File: config.mk
export PLATFORM = sky130hd
export DESIGN_NAME = fan_speed_temperature_regulator_unit_flat
export DESIGN_NICKNAME = d
export VERILOG_FILES = /design/src/hdl/fstr_pkg.sv /design/src/hdl/fstr_ifs.sv /design/src/hdl/fstr_seq.sv /design/src/hdl/fstr_dp.sv /design/src/hdl/fan_speed_temperature_regulator_unit.sv /design/src/flat_wrapper.sv
export SDC_FILE = /design/constraint.sdc
export NUM_CORES = 1
export LEC_CHECK = 0
export BUFFER_PORTS_ARGS = -buffer_cell sky130_fd_sc_hd__buf_2
export CELL_PAD_IN_SITES_DETAIL_PLACEMENT = 0
export CELL_PAD_IN_SITES_GLOBAL_PLACEMENT = 2
export CORE_MARGIN = 3
export CORE_UTILIZATION = 37
export CTS_CLUSTER_SIZE = 8
export DETAILED_ROUTE_END_ITERATION = 16
export PLACE_DENSITY_LB_ADDON = 0.1
export SYNTH_ARGS = -nofsm -noshare
export SYNTH_HDL_FRONTEND = slang
export SYNTH_SLANG_ARGS = --single-unit
File: constraint.sdc
create_clock -name clk -period 10.62 [get_ports clk]
set_clock_uncertainty 0.05 [all_clocks]
set_input_delay 2.124 -clock clk [delete_from_list [all_inputs] [get_ports clk]]
set_output_delay 2.124 -clock clk [all_outputs]
set_load 0.01 [all_outputs]
File: src/hdl/fstr_pkg.sv
`timescale 1ns / 1ps
// Shared constants, codes and types of the fan speed regulator.
package fstr_pkg;

	localparam int TEMP_FRAC_BITS = 12;

	localparam int RAW_W     = 16;
	localparam int RAW_FRAC  = 7;
	localparam int TEMP_W    = RAW_W + TEMP_FRAC_BITS - RAW_FRAC;
	localparam int FILT_W    = 21;
	localparam int SPEED_W   = 16;
	localparam int INTV_W    = 8;
	localparam int GAIN_W    = 13;
	localparam int GAIN_BITS = 12;
	localparam int BYTE_W    = 8;
	localparam int DIFF_W    = ((TEMP_W > FILT_W) ? TEMP_W : FILT_W) + 1;
	localparam int PROD_W    = TEMP_W + GAIN_W;
	localparam int ACC_W     = PROD_W + 1;
	localparam int SUM_W     = SPEED_W + 2;
	localparam int STEP_W    = 7;

	localparam logic [GAIN_W-1:0] GAIN_ONE = GAIN_W'(1 << GAIN_BITS);
	localparam logic [ACC_W-1:0]  FILT_HALF = ACC_W'(1 << (GAIN_BITS - 1));

	localparam int BAND_I  = ((4 << TEMP_FRAC_BITS) + 50) / 100;
	localparam int BIG_I   = ((1 << TEMP_FRAC_BITS) + 50) / 100;
	localparam int SMALL_I = ((2 << TEMP_FRAC_BITS) + 500) / 1000;

	localparam logic signed [DIFF_W-1:0] ERR_BAND    = DIFF_W'(BAND_I);
	localparam logic signed [DIFF_W-1:0] TREND_BIG   = DIFF_W'(BIG_I);
	localparam logic signed [DIFF_W-1:0] TREND_SMALL = DIFF_W'(SMALL_I);

	localparam logic signed [STEP_W-1:0] STEP_NONE     = STEP_W'(0);
	localparam logic signed [STEP_W-1:0] STEP_IN_BIG   = STEP_W'(40);
	localparam logic signed [STEP_W-1:0] STEP_IN_SMALL = STEP_W'(20);
	localparam logic signed [STEP_W-1:0] STEP_OUT_BIG  = STEP_W'(50);
	localparam logic signed [STEP_W-1:0] STEP_OUT_BASE = STEP_W'(30);

	localparam int QUO_W  = 22;
	localparam int TACH_W = 13;
	localparam logic [QUO_W-1:0]  TACH_NUM = QUO_W'(3932160);
	localparam logic [TACH_W-1:0] TACH_MAX = '1;

	localparam int MOD_STEPS = INTV_W;
	localparam int DIV_STEPS = QUO_W;
	localparam int CNT_W     = $clog2(DIV_STEPS);

	localparam int CFG_IDX_W  = 3;
	localparam int CFG_DATA_W = 21;

	typedef enum logic [CFG_IDX_W-1:0] {
		CFG_SET_POINT   = 3'd0,
		CFG_INTERVAL    = 3'd1,
		CFG_GAIN        = 3'd2,
		CFG_START_RPM   = 3'd3,
		CFG_RPM_FLOOR   = 3'd4,
		CFG_RPM_CEILING = 3'd5
	} cfg_idx_t;

	typedef enum logic [3:0] {
		S_IDLE,
		S_MUL_A,
		S_MUL_B,
		S_MOD,
		S_TREND,
		S_STEP,
		S_ADD,
		S_CLAMP,
		S_DIV_LD,
		S_DIV,
		S_DONE
	} state_t;

	typedef enum logic [3:0] {
		OP_NONE,
		OP_CAPTURE,
		OP_MUL_A,
		OP_MUL_B,
		OP_DIV_STEP,
		OP_TREND,
		OP_STEP,
		OP_ADD,
		OP_CLAMP,
		OP_DIV_LD,
		OP_LOAD_OUT
	} op_t;

endpackage

File: src/hdl/fstr_ifs.sv
`timescale 1ns / 1ps
// Valid/ready channel interfaces for samples, results and register writes.
interface fstr_in_if;
	import fstr_pkg::*;
	logic              valid;
	logic              ready;
	logic [RAW_W-1:0]  raw_temperature;
	modport source (output valid, output raw_temperature, input ready);
	modport sink (input valid, input raw_temperature, output ready);
endinterface

interface fstr_out_if;
	import fstr_pkg::*;
	logic               valid;
	logic               ready;
	logic [FILT_W-1:0]  filtered_temp;
	logic [SPEED_W-1:0] target_speed;
	logic [BYTE_W-1:0]  tach_low_byte;
	logic [BYTE_W-1:0]  tach_high_byte;
	logic               adjusted;
	modport source (output valid, output filtered_temp, output target_speed,
		output tach_low_byte, output tach_high_byte, output adjusted, input ready);
	modport sink (input valid, input filtered_temp, input target_speed,
		input tach_low_byte, input tach_high_byte, input adjusted, output ready);
endinterface

interface fstr_cfg_if;
	import fstr_pkg::*;
	logic                  valid;
	logic                  ready;
	logic [CFG_IDX_W-1:0]  index;
	logic [CFG_DATA_W-1:0] data;
	modport source (output valid, output index, output data, input ready);
	modport sink (input valid, input index, input data, output ready);
endinterface

File: src/hdl/fstr_seq.sv
`timescale 1ns / 1ps
// Sequencer that steps the shared datapath through one tick and holds the result slot.
module fstr_seq (
	input  logic              clk,
	input  logic              arst_n,
	input  logic              in_valid,
	output logic              in_ready,
	input  logic              out_ready,
	output logic              out_valid,
	output fstr_pkg::op_t     op
);
	import fstr_pkg::*;

	state_t           state_q;
	state_t           state_d;
	logic [CNT_W-1:0] cnt_q;
	logic             out_valid_q;
	logic             iterating;

	assign out_valid = out_valid_q;
	assign iterating = (state_q == S_MOD) || (state_q == S_DIV);

	always_ff @(posedge clk or negedge arst_n) begin
		if (!arst_n) begin
			state_q     <= S_IDLE;
			cnt_q       <= '0;
			out_valid_q <= 1'b0;
		end else begin
			state_q <= state_d;
			if (state_q != state_d) begin
				cnt_q <= '0;
			end else if (iterating) begin
				cnt_q <= cnt_q + 1'b1;
			end
			if (op == OP_LOAD_OUT) begin
				out_valid_q <= 1'b1;
			end else if (out_ready) begin
				out_valid_q <= 1'b0;
			end
		end
	end

	always_comb begin
		state_d  = state_q;
		op       = OP_NONE;
		in_ready = 1'b0;
		unique case (state_q)
			S_IDLE: begin
				in_ready = 1'b1;
				if (in_valid) begin
					op      = OP_CAPTURE;
					state_d = S_MUL_A;
				end
			end
			S_MUL_A: begin
				op      = OP_MUL_A;
				state_d = S_MUL_B;
			end
			S_MUL_B: begin
				op      = OP_MUL_B;
				state_d = S_MOD;
			end
			S_MOD: begin
				op = OP_DIV_STEP;
				if (cnt_q == CNT_W'(MOD_STEPS - 1)) begin
					state_d = S_TREND;
				end
			end
			S_TREND: begin
				op      = OP_TREND;
				state_d = S_STEP;
			end
			S_STEP: begin
				op      = OP_STEP;
				state_d = S_ADD;
			end
			S_ADD: begin
				op      = OP_ADD;
				state_d = S_CLAMP;
			end
			S_CLAMP: begin
				op      = OP_CLAMP;
				state_d = S_DIV_LD;
			end
			S_DIV_LD: begin
				op      = OP_DIV_LD;
				state_d = S_DIV;
			end
			S_DIV: begin
				op = OP_DIV_STEP;
				if (cnt_q == CNT_W'(DIV_STEPS - 1)) begin
					state_d = S_DONE;
				end
			end
			S_DONE: begin
				if (!out_valid_q || out_ready) begin
					op      = OP_LOAD_OUT;
					state_d = S_IDLE;
				end
			end
			default: begin
				state_d = S_IDLE;
			end
		endcase
	end

endmodule

File: src/hdl/fstr_dp.sv
`timescale 1ns / 1ps
// Datapath with registers, shared multiplier and shared restoring divider.
module fstr_dp (
	input  logic                            clk,
	input  logic                            arst_n,
	input  fstr_pkg::op_t                   op,
	input  logic [fstr_pkg::RAW_W-1:0]      raw_temperature,
	input  logic                            cfg_write,
	input  logic [fstr_pkg::CFG_IDX_W-1:0]  cfg_index,
	input  logic [fstr_pkg::CFG_DATA_W-1:0] cfg_data,
	output logic [fstr_pkg::FILT_W-1:0]     filtered_temp,
	output logic [fstr_pkg::SPEED_W-1:0]    target_speed,
	output logic [fstr_pkg::BYTE_W-1:0]     tach_low_byte,
	output logic [fstr_pkg::BYTE_W-1:0]     tach_high_byte,
	output logic                            adjusted
);
	import fstr_pkg::*;

	logic [FILT_W-1:0]  set_point_q;
	logic [INTV_W-1:0]  intv_q;
	logic [GAIN_W-1:0]  gain_q;
	logic [SPEED_W-1:0] floor_q;
	logic [SPEED_W-1:0] ceil_q;

	logic [TEMP_W-1:0]        f_q;
	logic [TEMP_W-1:0]        base_q;
	logic signed [DIFF_W-1:0] trend_q;
	logic [INTV_W-1:0]        c_q;
	logic [SPEED_W-1:0]       speed_q;

	logic [RAW_W-1:0]         raw_q;
	logic [ACC_W-1:0]         acc_q;
	logic [SPEED_W-1:0]       rem_q;
	logic [QUO_W-1:0]         quo_q;
	logic [SPEED_W-1:0]       dvs_q;
	logic signed [DIFF_W-1:0] err_q;
	logic                     adj_q;
	logic signed [STEP_W-1:0] step_q;
	logic signed [SUM_W-1:0]  sum_q;

	logic [GAIN_W-1:0]        g_eff;
	logic [INTV_W-1:0]        u_eff;
	logic [TEMP_W-1:0]        samp;
	logic [TEMP_W-1:0]        mul_a;
	logic [GAIN_W-1:0]        mul_b;
	logic [PROD_W-1:0]        prod;
	logic [ACC_W-1:0]         filt_sum;
	logic [TEMP_W-1:0]        f_next;
	logic [SPEED_W:0]         shifted;
	logic [SPEED_W+1:0]       diff;
	logic signed [DIFF_W-1:0] f_ext;
	logic signed [DIFF_W-1:0] base_ext;
	logic signed [DIFF_W-1:0] sp_ext;
	logic                     adj_now;
	logic                     in_band;
	logic signed [STEP_W-1:0] step_next;
	logic signed [SUM_W-1:0]  ceil_ext;
	logic signed [SUM_W-1:0]  floor_ext;
	logic signed [SUM_W-1:0]  clip_hi;
	logic signed [SUM_W-1:0]  clip_lo;
	logic [TACH_W-1:0]        tach;

	assign g_eff    = (gain_q > GAIN_ONE) ? GAIN_ONE : gain_q;
	assign u_eff    = (intv_q == '0) ? INTV_W'(1) : intv_q;
	assign samp     = TEMP_W'(raw_q) << (TEMP_FRAC_BITS - RAW_FRAC);
	assign mul_a    = (op == OP_MUL_A) ? f_q : samp;
	assign mul_b    = (op == OP_MUL_A) ? (GAIN_ONE - g_eff) : g_eff;
	assign prod     = PROD_W'(mul_a) * PROD_W'(mul_b);
	assign filt_sum = acc_q + ACC_W'(prod) + FILT_HALF;
	assign f_next   = TEMP_W'(filt_sum >> GAIN_BITS);

	assign shifted = {rem_q, quo_q[QUO_W-1]};
	assign diff    = {1'b0, shifted} - {2'b00, dvs_q};

	assign f_ext    = signed'(DIFF_W'(f_q));
	assign base_ext = signed'(DIFF_W'(base_q));
	assign sp_ext   = signed'(DIFF_W'(set_point_q));
	assign adj_now  = (c_q == '0) || (rem_q == '0);
	assign in_band  = (err_q <= ERR_BAND) && (err_q >= -ERR_BAND);

	always_comb begin
		priority if (in_band) begin
			priority if (trend_q >= TREND_BIG) begin
				step_next = STEP_IN_BIG;
			end else if (trend_q <= -TREND_BIG) begin
				step_next = -STEP_IN_BIG;
			end else if (trend_q >= TREND_SMALL) begin
				step_next = STEP_IN_SMALL;
			end else if (trend_q <= -TREND_SMALL) begin
				step_next = -STEP_IN_SMALL;
			end else begin
				step_next = STEP_NONE;
			end
		end else if (trend_q >= TREND_BIG) begin
			step_next = STEP_OUT_BIG;
		end else if (trend_q <= -TREND_BIG) begin
			step_next = -STEP_OUT_BIG;
		end else if (err_q > ERR_BAND) begin
			step_next = STEP_OUT_BASE;
		end else begin
			step_next = -STEP_OUT_BASE;
		end
	end

	assign ceil_ext  = signed'(SUM_W'(ceil_q));
	assign floor_ext = signed'(SUM_W'(floor_q));
	assign clip_hi   = (sum_q > ceil_ext) ? ceil_ext : sum_q;
	assign clip_lo   = (clip_hi < floor_ext) ? floor_ext : clip_hi;
	assign tach      = (quo_q[QUO_W-1:TACH_W] != '0) ? TACH_MAX : quo_q[TACH_W-1:0];

	always_ff @(posedge clk or negedge arst_n) begin
		if (!arst_n) begin
			set_point_q <= FILT_W'(163840);
			intv_q      <= INTV_W'(10);
			gain_q      <= GAIN_W'(410);
			floor_q     <= SPEED_W'(481);
			ceil_q      <= SPEED_W'(16000);
			speed_q     <= SPEED_W'(4200);
			f_q         <= '0;
			base_q      <= '0;
			trend_q     <= '0;
			c_q         <= '0;
		end else begin
			if (cfg_write) begin
				case (cfg_idx_t'(cfg_index))
					CFG_SET_POINT:   set_point_q <= cfg_data[FILT_W-1:0];
					CFG_INTERVAL:    intv_q      <= cfg_data[INTV_W-1:0];
					CFG_GAIN:        gain_q      <= cfg_data[GAIN_W-1:0];
					CFG_START_RPM:   speed_q     <= cfg_data[SPEED_W-1:0];
					CFG_RPM_FLOOR:   floor_q     <= cfg_data[SPEED_W-1:0];
					CFG_RPM_CEILING: ceil_q      <= cfg_data[SPEED_W-1:0];
					default: begin
					end
				endcase
			end
			case (op)
				OP_MUL_B: begin
					f_q <= f_next;
				end
				OP_TREND: begin
					if (c_q == '0 || c_q == INTV_W'(1)) begin
						base_q <= f_q;
					end else if (rem_q == '0) begin
						trend_q <= f_ext - base_ext;
					end
					c_q <= adj_now ? INTV_W'(1) : c_q + 1'b1;
				end
				OP_CLAMP: begin
					if (adj_q) begin
						speed_q <= clip_lo[SPEED_W-1:0];
					end
				end
				default: begin
				end
			endcase
		end
	end

	always_ff @(posedge clk) begin
		case (op)
			OP_CAPTURE: begin
				raw_q <= raw_temperature;
			end
			OP_MUL_A: begin
				acc_q <= ACC_W'(prod);
				rem_q <= '0;
				quo_q <= {c_q, (QUO_W - INTV_W)'(0)};
				dvs_q <= SPEED_W'(u_eff);
			end
			OP_DIV_LD: begin
				rem_q <= '0;
				quo_q <= TACH_NUM;
				dvs_q <= speed_q;
			end
			OP_DIV_STEP: begin
				if (!diff[SPEED_W+1]) begin
					rem_q <= diff[SPEED_W-1:0];
					quo_q <= {quo_q[QUO_W-2:0], 1'b1};
				end else begin
					rem_q <= shifted[SPEED_W-1:0];
					quo_q <= {quo_q[QUO_W-2:0], 1'b0};
				end
			end
			OP_TREND: begin
				adj_q <= adj_now;
				err_q <= f_ext - sp_ext;
			end
			OP_STEP: begin
				step_q <= step_next;
			end
			OP_ADD: begin
				sum_q <= signed'(SUM_W'(speed_q)) + SUM_W'(step_q);
			end
			OP_LOAD_OUT: begin
				filtered_temp  <= FILT_W'(f_q);
				target_speed   <= speed_q;
				tach_low_byte  <= {tach[4:0], 3'b000};
				tach_high_byte <= tach[TACH_W-1:5];
				adjusted       <= adj_q;
			end
			default: begin
			end
		endcase
	end

endmodule

File: src/hdl/fan_speed_temperature_regulator_unit.sv
`timescale 1ns / 1ps
// Top level of the fan speed regulator: one temperature sample in, one speed result out.
//
// Usage:
//   sample: one raw sensor reading per transfer (LSB 1/128 degree).
//   result: filtered temperature, target speed, packed tach bytes and an adjust flag,
//           exactly one result per accepted sample, in order.
//   cfg:    register writes (index, data), always ready; write only while idle.
//           Writing the start speed also loads the current target speed.
// Processing:
//   sample.ready rises together with the result; a new sample is taken only after
//   the previous result has been loaded into the output register. Each sample runs
//   the 8-step tick-modulo pass and the 22-step restoring division for the tach
//   count, both on one shared subtractor, plus two passes of the shared filter
//   multiplier.
// Reset:
//   arst_n clears the filter, baseline, trend and tick counter, loads the register
//   defaults and the start speed, and empties the result slot.
// Stall:
//   A finished result waits in the output register; one more sample is taken and
//   processed meanwhile, and its result holds until the slot frees.
module fan_speed_temperature_regulator_unit (
	input  logic        clk,
	input  logic        arst_n,
	fstr_in_if.sink     sample,
	fstr_out_if.source  result,
	fstr_cfg_if.sink    cfg
);
	import fstr_pkg::*;

	op_t op;

	assign cfg.ready = 1'b1;

	fstr_seq u_seq (
		.clk       (clk),
		.arst_n    (arst_n),
		.in_valid  (sample.valid),
		.in_ready  (sample.ready),
		.out_ready (result.ready),
		.out_valid (result.valid),
		.op        (op)
	);

	fstr_dp u_dp (
		.clk             (clk),
		.arst_n          (arst_n),
		.op              (op),
		.raw_temperature (sample.raw_temperature),
		.cfg_write       (cfg.valid),
		.cfg_index       (cfg.index),
		.cfg_data        (cfg.data),
		.filtered_temp   (result.filtered_temp),
		.target_speed    (result.target_speed),
		.tach_low_byte   (result.tach_low_byte),
		.tach_high_byte  (result.tach_high_byte),
		.adjusted        (result.adjusted)
	);

endmodule

File: src/flat_wrapper.sv
// flat-port wrapper written by rule: the top's interface ports become plain ports
module fan_speed_temperature_regulator_unit_flat import fstr_pkg::*;
  (clk, arst_n, sample_valid, sample_raw_temperature, sample_ready, result_valid, result_filtered_temp, result_target_speed, result_tach_low_byte, result_tach_high_byte, result_adjusted, result_ready, cfg_valid, cfg_index, cfg_data, cfg_ready);
  fstr_in_if sample_i ();
  fstr_out_if result_i ();
  fstr_cfg_if cfg_i ();
  input  logic clk;
  input  logic arst_n;
  input wire logic [$bits(sample_i.valid)-1:0] sample_valid;
  input wire logic [$bits(sample_i.raw_temperature)-1:0] sample_raw_temperature;
  output wire logic [$bits(sample_i.ready)-1:0] sample_ready;
  output wire logic [$bits(result_i.valid)-1:0] result_valid;
  output wire logic [$bits(result_i.filtered_temp)-1:0] result_filtered_temp;
  output wire logic [$bits(result_i.target_speed)-1:0] result_target_speed;
  output wire logic [$bits(result_i.tach_low_byte)-1:0] result_tach_low_byte;
  output wire logic [$bits(result_i.tach_high_byte)-1:0] result_tach_high_byte;
  output wire logic [$bits(result_i.adjusted)-1:0] result_adjusted;
  input wire logic [$bits(result_i.ready)-1:0] result_ready;
  input wire logic [$bits(cfg_i.valid)-1:0] cfg_valid;
  input wire logic [$bits(cfg_i.index)-1:0] cfg_index;
  input wire logic [$bits(cfg_i.data)-1:0] cfg_data;
  output wire logic [$bits(cfg_i.ready)-1:0] cfg_ready;
  assign sample_i.valid = sample_valid;
  assign sample_i.raw_temperature = sample_raw_temperature;
  assign sample_ready = sample_i.ready;
  assign result_valid = result_i.valid;
  assign result_filtered_temp = result_i.filtered_temp;
  assign result_target_speed = result_i.target_speed;
  assign result_tach_low_byte = result_i.tach_low_byte;
  assign result_tach_high_byte = result_i.tach_high_byte;
  assign result_adjusted = result_i.adjusted;
  assign result_i.ready = result_ready;
  assign cfg_i.valid = cfg_valid;
  assign cfg_i.index = cfg_index;
  assign cfg_i.data = cfg_data;
  assign cfg_ready = cfg_i.ready;
  fan_speed_temperature_regulator_unit u_core (.clk(clk), .arst_n(arst_n), .sample(sample_i), .result(result_i), .cfg(cfg_i));
endmodule
; ---- After elaboration in Yosys (flattened, before gate mapping)
; Index checks and enable logic that the tools add are counted.
[op_classes]
add_sub_neg = 9
mul = 1
order_cmp = 10
eq_ne = 29
muxes = 37
bitwise_logic = 1
n_reduce_logical = 26
[ops]
columns = operator, count
row1 = 2-to-1 mux 16 bit, 6
row2 = one-hot mux 22 bit (3 select lines), 1
row3 = one-hot mux 16 bit (2 select lines), 2
row4 = 2-to-1 mux 7 bit, 8
row5 = one-hot mux 4 bit (11 select lines), 1
row6 = subtractor 21 x 21 -> 22 bit, 2
row7 = one-hot mux 4 bit (10 select lines), 1
row8 = "adder 33 x 12 -> 33 bit, second input constant", 1
row9 = adder 33 bit, 1
row10 = multiplier 21 x 13 -> 33 bit, 1
row11 = "== test 4 x 3 -> 1 bit, second input constant", 8
row12 = 2-to-1 mux 13 bit, 2
row13 = "== test 4 bit, second input constant", 6
row14 = ">= comparator 22 x 5 -> 1 bit, second input constant", 1
row15 = ">= comparator 22 x 7 -> 1 bit, second input constant", 1
row16 = ">= comparator 22 x 9 -> 1 bit, second input constant", 1
row17 = "greater-than comparator 22 x 9 -> 1 bit, second input constant", 1
row18 = "less-or-equal comparator 22 x 4 -> 1 bit, second input constant", 1
row19 = "less-or-equal comparator 22 x 7 -> 1 bit, second input constant", 1
row20 = "less-or-equal comparator 22 x 9 -> 1 bit, second input constant", 1
row21 = 2-to-1 mux 21 bit, 1
row22 = 2-to-1 mux 4 bit, 5
row23 = adder 17 x 7 -> 18 bit, 1
row24 = greater-than comparator 18 x 17 -> 1 bit, 1
row25 = other kinds (33), 58
[totals]
register_bits = 374
inputBits = 45
out_inout_bits = 57
elab_cells = 140

; ---- Depth between registers and ports, before layout
[logic_depth]
depth_word = 9
depth_mapped = 45
ltp_nobuf = 42

; ---- Modules after synthesis
; Synthesis repeated with hierarchy kept, for this count alone.
[hier_totals]
hier_cells = 2963
area_unflattened_um2 = 29017.8
[by_module_without_submodules]
columns = module, instances, cells_each, area_each_um2, seq_area_each_um2
row1 = fstr_dp, 1, 2880, 28248.3, 10119.7
row2 = fstr_seq, 1, 81, 758.2, 250.2
row3 = fan_speed_temperature_regulator_unit, 1, 2, 11.3, 0.0

; ---- Worst setup path before layout
; Ideal clock, no wire load.
[synth_timing]
path_kind = reg2reg
startpoint = register u_core.u_seq.state_q[1]
endpoint = register u_core.u_dp.f_q[20]
setup_ns = 0.129
arrival_ns = 10.528
t_required_ns = 10.441
setup_slack_ns = -0.087
path_stages_with_launch = 38
n_path_buf = 4
period_less_slack_ns = 10.707
path_cell_list = dfrtp_1 > or4b_1 > buf_2 > inv_1 > clkbuf_1 > clkbuf_1 > clkbuf_1 > nand2_1 > nor2_1 > fa_1 > fa_1 > fa_1 > fa_1 > inv_1 > fa_1 > inv_1 > ha_1 > a21o_1 > [... 2 more ...] > a21o_1 > a31oi_1 > nor2b_1 > o21ai_0 > nor2b_1 > xnor2_1 > ha_1 > ha_1 > a21o_1 > a2111oi_0 > nor2_1 > a41oi_4 > o211ai_2 > a31o_2 > a21oi_2 > xnor2_1 > xnor2_1 > o21ai_1
[synth_via]
elab_chain_len = 8
word_cells_on_any_way = 20
classes_between = add/sub (2) / mul (1) / eq/ne (12) / mux (3) / reduce/logical (2)
[synth_lines]
columns = item, line
row1 = from (decl), fstr_seq.sv:14  ; state_t state_q;
row2 = from (signal assigned), fstr_seq.sv:29  ; state_q <= state_d;
row3 = == test 4 x 2 -> 1 bit or == test 4 bit (tied branches), fstr_seq.sv:47  ; unique case (state_q)
row4 = OR reduction 2 bit (no source line), --
row5 = one-hot mux 4 bit (10 select lines) *, fstr_seq.sv:47
row6 = == test 4 x 2 -> 1 bit *, "fstr_dp.sv:66, fstr_dp.sv:67"
row7 = 2-to-1 mux 21 bit or 2-to-1 mux 13 bit (tied branches), "fstr_dp.sv:66, fstr_dp.sv:67"
row8 = multiplier 21 x 13 -> 33 bit *, fstr_dp.sv:68  ; assign prod = PROD_W'(mul_a) * PROD_W'(mul_b);
row9 = via u_core.u_dp.prod[23], fstr_dp.sv:46  ; logic [PROD_W-1:0] prod;
row10 = adder 33 bit *, fstr_dp.sv:69  ; assign filt_sum = acc_q + ACC_W'(prod) + FILT_HALF;
row11 = adder 33 x 12 -> 33 bit *, fstr_dp.sv:69
row12 = to (signal assigned), fstr_dp.sv:138  ; f_q <= f_next;
row13 = to (decl), fstr_dp.sv:25  ; logic [TEMP_W-1:0] f_q;
; The timed path passes the listed nets; every way through them passes the cells marked *.
; A chain may end at the register's enable or synchronous reset.

; ---- Final worst setup path
[layout_timing]
startpoint = register u_core.u_dp.gain_q[12]
endpoint = register u_core.u_dp.f_q[20]
[layout_via]
elab_chain_len = 7
[layout_lines]
columns = item, line
row1 = from (decl), fstr_dp.sv:21  ; logic [GAIN_W-1:0] gain_q;
row2 = from (signal assigned), fstr_dp.sv:128  ; CFG_GAIN: gain_q <= cfg_data[GAIN_W-1:0];
row3 = greater-than comparator 13 bit, fstr_dp.sv:63  ; assign g_eff = (gain_q > GAIN_ONE) ? GAIN_ONE : gain_q;
row4 = 2-to-1 mux 13 bit *, fstr_dp.sv:63
row5 = subtractor 13 bit, fstr_dp.sv:67  ; assign mul_b = (op == OP_MUL_A) ? (GAIN_ONE - g_eff) : g_eff;
row6 = 2-to-1 mux 13 bit *, fstr_dp.sv:67
row7 = multiplier 21 x 13 -> 33 bit *, fstr_dp.sv:68
row8 = via u_core.u_dp.prod[23], fstr_dp.sv:46
row9 = adder 33 bit *, fstr_dp.sv:69
row10 = adder 33 x 12 -> 33 bit *, fstr_dp.sv:69
; Marked as above.

==> summary.md <==
| Metric | Value |
|---|---|
| Status | `complete, no violations` |
| Async S/R FF share, synth | `0.4611` |
| Setup CP Type | `reg2reg` |
| Detail Route Antenna Nets | `0` |
| Core ar. | `76450 sq um` |
| GP Congestion | `around 0.87` |
| Die height | `between 200 and 300 um` |
| Initial core utilization | `0.3759` |
| Final worst slack | `around 0.53 ns` |
| Max-Cap Viols | `0` |
| CP max stage delay | `0.63 ns` |
| Worst path required time | `between 10 and 15 ns` |
| Final Setup Violations | `0` |
| Simple-gate share of the synthesized area | `0.1458` |
| Number of fill cells | `~7500` |
| Layout cells sized above 1 | `0.1194` |
| Die X | `about 280 um` |
| DRC viols | `0` |
| GRT overflow | `0` |
| Hold Buf Count CTS | `0` |
| Largest net degree at the start of global routing | `66` |
| Crit share post-route | `0.9497` |
| Overall routing resource usage | `0.2080` |
| Number of antenna violations at the first check in global routing | `0` |
| Sequential area share after synthesis | `0.3608` |
| Setup TNS | `0 ns` |
| Die area | `81060 sq um` |
| Pre-CTS setup slack | `between 0.03 and 0.04 ns` |
| Largest family of logic cells by synthesized area | `adder cells` |
| Post-Synth XOR/XNOR Area | `0.03657` |
| Mux cell area share after synthesis | `0.03609` |
| Number of synthesized flops with an enable pin | `approximately 200` |
| CP dominant cell by count | `fa_1` |
| YS warnings | `0` |
| CTS max path bufs | `3` |
| Routed wire per std cell | `around 20 um` |
| Worst-Skew Late Latency | `0.61 ns` |
| Post-synthesis compound-gate area fraction | `0.1004` |
| Fin. max-slew vios | `0` |
| Ant. Diodes | `0` |
| Cell Area, Synth | `between 20000 and 30000 sq um` |
| Adder-cell area share of the yosys netlist | `0.2556` |
| I/O pins | `slightly above 100` |
| Critical Path AT | `~11 ns` |
| Vias in the first global route | `~22000` |
| Main synth FF type | `edfxtp_1` |
| Drt first pass iters | `9` |
| Num rows | `101` |
| Initial drt markers | `between 1000 and 1500` |
| Area delta synth->final | `12.99%` |
| Worst hold path class | `reg2reg` |
| Post-Syn Area per Cell | `about 10 sq um` |
| Fin crit period | `~10 ns` |
| Syn Inst Count | `between 2000 and 3000` |
| H-tree depth | `2` |
| Critical path peak fanout | `7` |
| Netlist cell types | `between 70 and 80` |
| Detail Placement HPWL | `64650 um` |
| Vias per inst | `5.082` |
| CTS tree | `yes` |
| Clock-pin transition on the worst setup and hold timing paths | `0.05 ns` |
| Nets | `3602` |
| Post-layout util | `0.4247` |
| Measured slew at the worst slew-check pin | `1.316 ns` |
| Total CTS buffers | `53` |
| I/O Buffers | `97` |
| CTS Root Buffer Type | `clkbuf_16` |
| Worst hold slack | `0.4304 ns` |
| Crit start category | `flop` |
| Slowest cell on the critical path | `fa_1` |
| Global-route wire length before repair | `between 100000 and 150000 um` |
| Fin. Hold Viols | `0` |
| Detailed Route WL | `between 80000 and 90000 um` |
| FF+latch count, synth | `373` |
| Clock tree sinks | `373` |
| Crit. End Element | `flop` |
| Relative slew slack | `0.1194` |
| F_max | `between 0.09 and 0.1 GHz` |
| Via Count | `21197` |
[metal layers]
layer  track usage  up-vias  wire length (um)
met5             0        -                 0
met4       0.06726        0              2821
met3       0.02502      138              2899
met2        0.3591      457             40390
met1        0.2714    10428             36900
li1              -    10174                 -
[final cells by class]
class                   instances  area (sq um)  share of cell area
repair buffers                178          1140             0.03510
multi-input cells            2091         16610              0.5115
flip-flops and latches        373         10370              0.3193
clock inverters                 4         60.06            0.001849
clock buffers                  95          1504             0.04631
well taps                    1030          1289             0.03969
inverters                     400          1501             0.04624
[metrics by stage]
step / instance area (sq um) / instances
3_5_place_dp: 30810 / 4068
6_report: 32470 / 4171
4_1_cts: 32370 / 4167
3_3_place_gp: 30810 / 4068
5_1_grt: 32470 / 4171
2_1_floorplan: 28750 / 2953
[registers in the layout, summed over array words and instances, names as in the netlist, 13 cells and up]
name                       flops
u_core.u_dp.set_point_q       21
u_core.u_dp.filtered_temp     21
u_core.u_dp.base_q            21
u_core.u_dp.quo_q             22
u_core.u_dp.gain_q            13
u_core.u_dp.target_speed      16
u_core.u_dp.dvs_q             16
u_core.u_dp.floor_q           16
u_core.u_dp.rem_q             16
u_core.u_dp.sum_q             18
u_core.u_dp.speed_q           16
u_core.u_dp.f_q               21
u_core.u_dp.acc_q             33
u_core.u_dp.ceil_q            16
u_core.u_dp.trend_q           22
u_core.u_dp.err_q             22
u_core.u_dp.raw_q             16
[what timing repair did]
action / 4_1_cts / 5_1_grt
pin swaps: 0 / 7
setup endpoints to repair: 1 / 8
resized for setup: 1 / 16
setup buffers: 0 / 4
[worst max-delay path, delay by kind of cell (launching register included)]
family / cells / cell delay, ns
flops: 1 / 0.40
simple gates: 7 / 1.25
buf+inv: 2 / 0.16
xor+xnor: 4 / 1.03
compound gates: 14 / 3.07
fa+ha+maj: 9 / 3.97
[cell usage after synthesis, types with 11 or more instances]
library cell / number / area share
nand2_1: 401 / 0.052
inv_1: 400 / 0.052
nor2_1: 272 / 0.036
ha_1: 248 / 0.11
fa_1: 212 / 0.15
edfxtp_1: 201 / 0.21
o21ai_0: 167 / 0.029
dfrtp_1: 148 / 0.13
a21oi_1: 110 / 0.019
clkbuf_1: 81 / 0.011
xnor2_1: 73 / 0.022
mux2_2: 61 / 0.024
nor3_1: 48 / 0.0084
xor2_1: 47 / 0.014
nand3_1: 42 / 0.0073
a21o_1: 39 / 0.010
mux2i_1: 35 / 0.012
and2_1: 32 / 0.0070
nor2b_1: 28 / 0.0061
dfstp_2: 24 / 0.022
or2_2: 22 / 0.0048
nand2b_1: 20 / 0.0044
nand4_1: 20 / 0.0044
a221oi_1: 19 / 0.0058
nor4_1: 17 / 0.0037
o21a_1: 17 / 0.0044
o31ai_1: 16 / 0.0042
a31oi_1: 14 / 0.0030
and3_1: 13 / 0.0028
or3_1: 13 / 0.0028
a21boi_0: 11 / 0.0029
[cells in the final DEF (no fill, tap or decap), types with 19 or more instances in the layout]
cell type / netlist / final
fa_1: 212 / 212
o21ai_0: 167 / 163
mux2i_1: 35 / 35
nand3_1: 42 / 42
nand2_1: 401 / 400
buf_2: 1 / 96
xor2_1: 47 / 47
xnor2_1: 73 / 72
a21oi_1: 110 / 109
clkbuf_1: 81 / 40
dfrtp_1: 148 / 148
nor3_1: 48 / 47
clkbuf_16: 0 / 53
a21o_1: 39 / 38
or2_2: 22 / 22
nand4_1: 20 / 20
inv_1: 400 / 399
buf_4: 4 / 78
and2_1: 32 / 32
dfstp_2: 24 / 24
mux2_2: 61 / 61
a221oi_1: 19 / 19
nor2_1: 272 / 269
ha_1: 248 / 247
edfxtp_1: 201 / 201
nand2b_1: 20 / 20
nor2b_1: 28 / 27
[worst paths after layout]
check | start | cells past startpoint | slack [ns] | to
worst max-delay path | u_core.u_dp.gain_q[12] | 36 | 0.53 | u_core.u_dp.f_q[20]
worst min-delay path | u_core.u_dp.trend_q[2] | 2 | 0.43 | u_core.u_dp.trend_q[2]
worst max register to register | u_core.u_dp.gain_q[12] | 36 | 0.53 | u_core.u_dp.f_q[20]
worst min register to register | u_core.u_dp.trend_q[2] | 2 | 0.43 | u_core.u_dp.trend_q[2]
max in group asynchronous | arst_n | 2 | 7.75 | u_core.u_dp.base_q[1]
min in group asynchronous | arst_n | 1 | 1.47 | u_core.u_dp.base_q[15]
[logic make-up (layout without fill, tap and decap cells)]
logic type / after synthesis / count (layout)
and+or+nand+nor: 948 / 948
AOI/OAI and AO/OA: 463 / 463
DFF: 373 / 373
other: 2 / 4
xor gates and xnor gates: 120 / 120
adders and majority gates: 460 / 460
muxes: 96 / 96
buffers and inverters: 489 / 677
Power is left out: the tool's default activity adds up to more than one toggle a clock period on the data nets, which glitch-free logic cannot reach.
